--- config.mk ---
export PLATFORM = sky130hd
export DESIGN_NAME = lehmer_code_to_permutation_unit
export DESIGN_NICKNAME = d
export VERILOG_FILES = /design/src/sv/lcp_pkg.sv /design/src/sv/lcp_step.sv /design/src/sv/lcp_out_queue.sv /design/src/sv/lehmer_code_to_permutation_unit.sv
export SDC_FILE = /design/constraint.sdc
export NUM_CORES = 1
export LEC_CHECK = 0
export BUFFER_PORTS_ARGS = -buffer_cell sky130_fd_sc_hd__buf_2
export CAP_MARGIN = 0
export CORE_UTILIZATION = 45
export CTS_CLUSTER_DIAMETER = 120
export DETAILED_ROUTE_END_ITERATION = 10
export PLACE_DENSITY = 0.65
export SYNTH_ARGS = -nofsm -noshare
export SYNTH_HDL_FRONTEND = slang
export SYNTH_HIERARCHICAL = 1
export SYNTH_SLANG_ARGS = --single-unit
--- constraint.sdc ---
create_clock -name clk -period 6.3 [get_ports clk]
set_clock_uncertainty 0.05 [all_clocks]
set_input_delay 0.63 -clock clk [delete_from_list [all_inputs] [get_ports clk]]
set_output_delay 0.63 -clock clk [all_outputs]
set_load 0.005 [all_outputs]
--- src/sv/lcp_pkg.sv ---
`timescale 1ns / 1ps
// ----------------------------------------------------------------------------
// lcp_pkg
// Shared types and constants for the Lehmer code to permutation decoder.
// ----------------------------------------------------------------------------
package lcp_pkg;

  localparam int MAX_LEN  = 16;
  localparam int ELEM_W   = $clog2(MAX_LEN);
  localparam int LEN_W    = ELEM_W + 1;
  localparam int LETTER_W = 7;
  localparam int QDEPTH   = 4;
  localparam int QAW      = $clog2(QDEPTH);
  localparam int QCW      = QAW + 1;

  localparam logic [LETTER_W-1:0] LETTER_BASE = LETTER_W'(97);
  localparam logic [LEN_W-1:0]    MIN_LEN     = LEN_W'(2);

  typedef logic [MAX_LEN-1:0][ELEM_W-1:0] list_t;

  typedef struct packed {
    logic [LETTER_W-1:0] letter;
    logic [ELEM_W-1:0]   position;
    logic                last;
    logic                bad_digit;
  } result_t;

  typedef struct packed {
    result_t           first;
    result_t           second;
    logic              two;
    logic              restart;
    list_t             list_next;
    logic [ELEM_W-1:0] pos_next;
  } step_t;

  // Full list of unused elements: entry i holds i
  function automatic list_t identity_list();
    list_t l;
    for (int i = 0; i < MAX_LEN; i++) begin
      l[i] = ELEM_W'(i);
    end
    return l;
  endfunction

endpackage

--- src/sv/lcp_step.sv ---
`timescale 1ns / 1ps
// ----------------------------------------------------------------------------
// lcp_step
// One decode step: select the digit-th unused element, compact the list and
// form one or two results.
// ----------------------------------------------------------------------------
module lcp_step (
  input  lcp_pkg::list_t                    list,
  input  logic [lcp_pkg::ELEM_W-1:0]        next_position,
  input  logic [lcp_pkg::LEN_W-1:0]         len,
  input  logic [lcp_pkg::ELEM_W-1:0]        digit,
  output lcp_pkg::step_t                    step
);

  logic                         stale;
  logic [lcp_pkg::ELEM_W-1:0]   pos;
  lcp_pkg::list_t               cur;
  lcp_pkg::list_t               shifted;
  logic [lcp_pkg::LEN_W-1:0]    rem;
  logic [lcp_pkg::LEN_W-1:0]    pos_inc;
  logic                         bad;
  logic                         done;
  logic [lcp_pkg::ELEM_W-1:0]   chosen;

  // Recover from an out-of-range position as a fresh start
  always_comb begin
    stale = {1'b0, next_position} >= (len - lcp_pkg::LEN_W'(1));
    pos   = stale ? '0 : next_position;
    cur   = stale ? lcp_pkg::identity_list() : list;
  end

  // Select the element and close the gap it leaves
  always_comb begin
    rem     = len - {1'b0, pos};
    bad     = {1'b0, digit} >= rem;
    chosen  = cur[digit];
    pos_inc = {1'b0, pos} + lcp_pkg::LEN_W'(1);
    done    = pos_inc == (len - lcp_pkg::LEN_W'(1));
    for (int i = 0; i < lcp_pkg::MAX_LEN - 1; i++) begin
      shifted[i] = (i < int'(digit)) ? cur[i] : cur[i+1];
    end
    shifted[lcp_pkg::MAX_LEN-1] = cur[lcp_pkg::MAX_LEN-1];
  end

  // Build results and the state that follows
  always_comb begin
    step.first.letter     = bad ? '0
                                : lcp_pkg::LETTER_BASE + lcp_pkg::LETTER_W'(chosen);
    step.first.position   = pos;
    step.first.last       = bad;
    step.first.bad_digit  = bad;
    step.second.letter    = lcp_pkg::LETTER_BASE + lcp_pkg::LETTER_W'(shifted[0]);
    step.second.position  = pos_inc[lcp_pkg::ELEM_W-1:0];
    step.second.last      = 1'b1;
    step.second.bad_digit = 1'b0;
    step.two              = !bad && done;
    step.restart          = bad || done;
    step.list_next        = step.restart ? lcp_pkg::identity_list() : shifted;
    step.pos_next         = step.restart ? '0 : pos_inc[lcp_pkg::ELEM_W-1:0];
  end

endmodule

--- src/sv/lcp_out_queue.sv ---
`timescale 1ns / 1ps
// ----------------------------------------------------------------------------
// lcp_out_queue
// Small result queue: takes one or two results per cycle, hands out one.
// ----------------------------------------------------------------------------
module lcp_out_queue (
  input  logic             clk,
  input  logic             rst,
  input  logic             push0,
  input  logic             push1,
  input  lcp_pkg::result_t d0,
  input  lcp_pkg::result_t d1,
  input  logic             pop,
  output logic             not_empty,
  output logic             has_room,
  output lcp_pkg::result_t q
);

  lcp_pkg::result_t           mem [lcp_pkg::QDEPTH];
  logic [lcp_pkg::QAW-1:0]    wr_ptr;
  logic [lcp_pkg::QAW-1:0]    rd_ptr;
  logic [lcp_pkg::QCW-1:0]    count;
  logic [lcp_pkg::QCW-1:0]    count_next;
  logic [lcp_pkg::QAW-1:0]    wr_ptr_next;

  // Track fill level
  always_comb begin
    count_next = count + lcp_pkg::QCW'(push0) + lcp_pkg::QCW'(push1)
                 - lcp_pkg::QCW'(pop);
    wr_ptr_next = wr_ptr + lcp_pkg::QAW'(push0) + lcp_pkg::QAW'(push1);
  end

  // Advance pointers
  always_ff @(posedge clk) begin
    if (rst) begin
      wr_ptr <= '0;
      rd_ptr <= '0;
      count  <= '0;
    end else begin
      wr_ptr <= wr_ptr_next;
      count  <= count_next;
      if (pop) begin
        rd_ptr <= rd_ptr + lcp_pkg::QAW'(1);
      end
    end
  end

  // Store results
  always_ff @(posedge clk) begin
    if (push0) begin
      mem[wr_ptr] <= d0;
    end
    if (push1) begin
      mem[wr_ptr + lcp_pkg::QAW'(1)] <= d1;
    end
  end

  assign q         = mem[rd_ptr];
  assign not_empty = count != '0;
  assign has_room  = count <= lcp_pkg::QCW'(lcp_pkg::QDEPTH - 2);

endmodule

--- src/sv/lehmer_code_to_permutation_unit.sv ---
`timescale 1ns / 1ps
// ----------------------------------------------------------------------------
// lehmer_code_to_permutation_unit
// Decodes Lehmer digits into permutation letters, one digit per cycle while in_ready is high.
// ----------------------------------------------------------------------------
// Usage:
//   Input channel (in_valid/in_ready, digit) takes one Lehmer digit per
//   request. Output channel (out_valid/out_ready) carries letter, position,
//   last and bad_digit. Each digit yields one result; the digit that ends a
//   permutation yields a second result holding the final element, marked
//   last. A digit not below the remaining count yields one error result
//   (bad_digit and last set) and restarts the permutation.
//   Results enter a registered queue when their digit is accepted.
//   Throughput: one digit per cycle while in_ready is high; a closing digit
//   yields two results, which leave one at a time by the queue's single
//   output port. The queue is four entries deep and in_ready drops when
//   fewer than two are free, so a stalled receiver backs up into the input.
//   Reset sets perm_length to 16 and starts a fresh permutation. A write on
//   cfg_we sets perm_length (clamped to 2..16) and also restarts.
// ----------------------------------------------------------------------------
module lehmer_code_to_permutation_unit (
  input  logic                          clk,
  input  logic                          rst,
  input  logic                          cfg_we,
  input  logic [lcp_pkg::LEN_W-1:0]     cfg_wdata,
  input  logic                          in_valid,
  output logic                          in_ready,
  input  logic [lcp_pkg::ELEM_W-1:0]    digit,
  output logic                          out_valid,
  input  logic                          out_ready,
  output logic [lcp_pkg::LETTER_W-1:0]  letter,
  output logic [lcp_pkg::ELEM_W-1:0]    position,
  output logic                          last,
  output logic                          bad_digit
);

  logic [lcp_pkg::LEN_W-1:0]  perm_length;
  logic [lcp_pkg::LEN_W-1:0]  len;
  lcp_pkg::list_t             list;
  logic [lcp_pkg::ELEM_W-1:0] next_position;
  lcp_pkg::step_t             step;
  lcp_pkg::result_t           q;
  logic                       accept;
  logic                       has_room;

  // Clamp the configured length
  always_comb begin
    priority if (perm_length < lcp_pkg::MIN_LEN) begin
      len = lcp_pkg::MIN_LEN;
    end else if (perm_length > lcp_pkg::LEN_W'(lcp_pkg::MAX_LEN)) begin
      len = lcp_pkg::LEN_W'(lcp_pkg::MAX_LEN);
    end else begin
      len = perm_length;
    end
  end

  assign in_ready = has_room;
  assign accept   = in_valid && in_ready;

  lcp_step u_step (
    .list          (list),
    .next_position (next_position),
    .len           (len),
    .digit         (digit),
    .step          (step)
  );

  // Hold the unused-element list; restart on config or end of permutation
  always_ff @(posedge clk) begin
    if (rst) begin
      perm_length   <= lcp_pkg::LEN_W'(lcp_pkg::MAX_LEN);
      list          <= lcp_pkg::identity_list();
      next_position <= '0;
    end else if (cfg_we) begin
      perm_length   <= cfg_wdata;
      list          <= lcp_pkg::identity_list();
      next_position <= '0;
    end else if (accept) begin
      list          <= step.list_next;
      next_position <= step.pos_next;
    end
  end

  lcp_out_queue u_queue (
    .clk       (clk),
    .rst       (rst),
    .push0     (accept),
    .push1     (accept && step.two),
    .d0        (step.first),
    .d1        (step.second),
    .pop       (out_valid && out_ready),
    .not_empty (out_valid),
    .has_room  (has_room),
    .q         (q)
  );

  assign letter    = q.letter;
  assign position  = q.position;
  assign last      = q.last;
  assign bad_digit = q.bad_digit;

endmodule

==> results list <==
- The run finished with clean final reports.
* Synth Flop Type: sky130_fd_sc_hd__dfxtp_1
* Total Wirelength: 20800 µm
* Ratio of cells with drive above 1 in the final layout: 26.5%
- Nets@finish: 925
* Detail-routed net length per standard cell: 17.9 µm
* Share of the clock period used by the worst path: between 90% and 100%
* Buffers plus inverters on the worst setup path: 3
* Initial antenna violation count: 0
* Count of endpoints failing hold in the final timing report: 0
- Cell variety after synth: 65
- The final route contains around 6700 vias.
- Largest stage delay on the critical path: 0.43 ns
- Fraction of synthesized cell area in xor and xnor cells: 1.95%
- The first routing iteration left 610 violations.
* Reg2reg setup slack: 0.50 ns
- Buffers added to address setup during post-CTS repair amount to 0.
- Diodes inserted: 0
- In this run the static leakage power is 3.74 nW.
* Number of port buffers: 28
* Yosys warnings: 6
- Required time of the critical path: between 6 and 7 ns
* Slew Viols, Final: 0
- Summing the areas of all compound-gate instances in the mapped netlist gives 17.8% of the synthesized area.
- Across the run, the number of max-cap violations was 0.
* Post-DP HPWL: 13000 µm
* CP top delay family: adder cells
- Power density normalized to cell area: 307 mW/mm²
- The worst hold path belongs to the class in -> reg.
- The detail route stage leaves a number of antenna-violating nets equal to 0.
* Total congestion overflow after global routing: 0
- For this run, the detailed router's first-pass iteration total came to 5.
- Kind of start point of the critical path: flop
- Entering global routing, the biggest net connects 61 pins.
- Top-Level Pins: 29
* Cell with the most instances on the worst path: sky130_fd_sc_hd__ha_1
- Mux contribution to synthesized area: 17.3%
* Clock edge transition at the registers on the reported setup and hold paths: 0.07 ns
- After synthesis, the share of flip-flops with an asynchronous set or reset is 0%.
- Main combinational cell family by area after synthesis: compound AO/OA/AOI/OAI gates
- Sink Count: 134
* First-pass GRT wire length: between 30000 and 40000 µm
* Final core occ: 50.1%
- Leaving out fill and tap cells, the most frequent cell in the layout is sky130_fd_sc_hd__nand3_1.
- In the final timing run, aggregate negative setup slack is 0 ns.
- Dividing the detail-routed via count by the number of cells gives ~5.8.
* Peak VDD IR: 0.000196 V
- Post-route minimum period: 5.80 ns
- Setup violations remaining at the end of the flow were counted as 0.
- Finished layout cell area: 0.00943 mm²
- Counting flops with a built-in enable in the synthesized netlist gives 52.
* Max Clk Rate: between 150 and 200 MHz
- Post-synthesis sequential element count: ~130
* Mean Syn Cell Area: 9.69 µm²
* Sequential cell area fraction in the yosys report: 36.8%
- Highest-count cells in the layout ignoring fill and taps: 87 x sky130_fd_sc_hd__nand3_1, 82 x sky130_fd_sc_hd__dfxtp_1, 57 x sky130_fd_sc_hd__mux2_2, 54 x sky130_fd_sc_hd__inv_1, 53 x sky130_fd_sc_hd__nor2_1
* DIE AREA: around 0.020 mm²
* Kind of end point of the critical path: flop
* CP Max Fanout: 7
- The slowest stage of the critical path is the sky130_fd_sc_hd__fa_1 cell.
- Summing the areas of all fa, ha and maj instances in the mapped netlist gives between 3 and 4% of the synthesized area.
- Via count of the first global-routing pass: 6451
- The later pin in the worst-skew pair is clocked with a latency of about 0.43 ns.
- Setup repair after global routing missed its margin: false
- No sink is reached through more buffers than the 2 on the longest clock path.
* Effective utilization at floorplan: 46.2%
* Area of the placeable core: about 0.019 mm²
* Number of H-tree branching levels: 4
* Worst slew margin relative to its limit: 23.6%
- CTS tree: yes
- TritonCTS created 17 clock buffers.
- Crit Path Class: reg -> reg
- CP arrival: 6.06 ns
* Root Driver: sky130_fd_sc_hd__clkbuf_16
- The area growth from synthesis to layout is 8.30%.
* Netlist Area Pre-Place: 0.00871 mm²
- Post-synthesis instance total: 899
- Fraction of the mapped netlist area in simple logic gates: between 10% and 20%
* Number of hold buffers added after cts: 0
- Row generation in the floorplan step produced 50 rows.
- The die is 141 µm wide.
- Routability cong.: 0.811
- Die height: between 100 and 150 µm
- Global Route Usage Sum: 21.8%
* Power, Total: 2.90 mW
- Number of filler instances in the final layout: ~1700
- Cell Area, Placed: ~0.0089 mm²
* DRC violations left: 0
- Actual slew at the worst max-slew pin: 1.15 ns
[path summary, 6_finish.rpt]
kind / start / to / cells past startpoint
setup reg to reg: perm_length[2] / u_queue/count[2] / 26
setup / recovery: perm_length[2] / u_queue/count[2] / 26
hold reg to reg: perm_length[0] / perm_length[0] / 2
hold / removal: cfg_wdata[4] / perm_length[4] / 2
[Yosys cell counts, types with 3 or more instances]
cell type,n,area [µm²]
sky130_fd_sc_hd__a21bo_2,37,370
sky130_fd_sc_hd__nand2b_1,8,50.1
sky130_fd_sc_hd__buf_8,3,45.0
sky130_fd_sc_hd__xor2_1,10,87.6
sky130_fd_sc_hd__nor4_1,3,18.8
sky130_fd_sc_hd__a311o_1,3,30.0
sky130_fd_sc_hd__mux4_2,21,473
sky130_fd_sc_hd__nor3_1,19,95.1
sky130_fd_sc_hd__a21o_1,6,45.0
sky130_fd_sc_hd__mux2_2,57,642
sky130_fd_sc_hd__ha_1,19,238
sky130_fd_sc_hd__o211ai_1,31,233
sky130_fd_sc_hd__a21oi_1,47,235
sky130_fd_sc_hd__a211oi_1,4,30.0
sky130_fd_sc_hd__nor2b_1,11,68.8
sky130_fd_sc_hd__mux2i_1,39,390
sky130_fd_sc_hd__or2_2,3,18.8
sky130_fd_sc_hd__clkinv_1,3,11.3
sky130_fd_sc_hd__nor2_1,54,203
sky130_fd_sc_hd__buf_6,7,78.8
sky130_fd_sc_hd__and2_1,3,18.8
sky130_fd_sc_hd__nand3_1,87,435
sky130_fd_sc_hd__o21bai_1,5,37.5
sky130_fd_sc_hd__xnor2_1,5,43.8
sky130_fd_sc_hd__or2_1,6,37.5
sky130_fd_sc_hd__o21ai_1,3,15.0
sky130_fd_sc_hd__o21ai_0,24,120
sky130_fd_sc_hd__edfxtp_1,52,1560
sky130_fd_sc_hd__nand3b_1,4,30.0
sky130_fd_sc_hd__inv_1,54,203
sky130_fd_sc_hd__buf_4,13,97.6
sky130_fd_sc_hd__fa_1,4,80.1
sky130_fd_sc_hd__clkbuf_1,20,75.1
sky130_fd_sc_hd__nand2_1,50,188
sky130_fd_sc_hd__a21oi_2,30,263
sky130_fd_sc_hd__dfxtp_1,82,1640
sky130_fd_sc_hd__buf_2,32,160
sky130_fd_sc_hd__nor3b_1,3,22.5
[what timing repair did]
item,4_1_cts,5_1_grt
gates resized for setup,0,1
setup endpoints to repair,0,1
endpoints found under the hold margin,0,0
[kinds of logic (layout without fill, tap and decap cells)]
group                      after synthesis  after routing
DFF                                    134            134
xor gates and xnor gates                17             17
other                                    2              4
adders and majority gates               23             23
muxes                                  117            117
and+or+nand+nor                        262            262
buffers and inverters                  135            135
AOI/OAI and AO/OA                      209            209
[layer usage]
metal  GRT usage, %  up-vias  share of wire [%]
li1               -     3221                  -
met1           28.3     3236                 45
met2           36.7      192                 48
met3           3.23       37                4.9
met4           7.95        0                2.0
met5              0        -                  0
[power breakdown]
part           total [mW]  switching (mW)  internal, mW
clock               0.953           0.418         0.535
sequential           1.10          0.0830          1.02
combinational       0.846           0.499         0.346
total                2.90            1.00          1.90
[cell type report]
| type | count | area [µm²] | area share [%] |
|---|---|---|---|
| clock inverters | 14 | 114 | 1.21 |
| well taps | 260 | 325 | 3.45 |
| inverters | 58 | 218 | 2.31 |
| flip-flops and latches | 134 | 3200 | 34.0 |
| clock buffers | 18 | 450 | 4.78 |
| repair buffers | 45 | 270 | 2.87 |
| multi-input cells | 632 | 4850 | 51.4 |
[flip-flops by register name, indices dropped and copies added (netlist names), named ones only]
name,flops
list,64
u_queue/mem,52
perm_length,5
next_position,4
u_queue/count,3
u_queue/rd_ptr,2
u_queue/wr_ptr,2
[per-stage QoR]
stage | std cells | setup WS, ns | hold WS, ns
3_3_place_gp | 1129 | 0.564 | 0.432
2_1_floorplan | 901 | 0.0681 | 0.402
6_report | 1161 | 0.503 | 0.367
3_5_place_dp | 1129 | 0.520 | 0.443
5_1_grt | 1161 | 0.0834 | 0.361
4_1_cts | 1161 | 0.470 | 0.362
(Power assumes the default switching activity.)
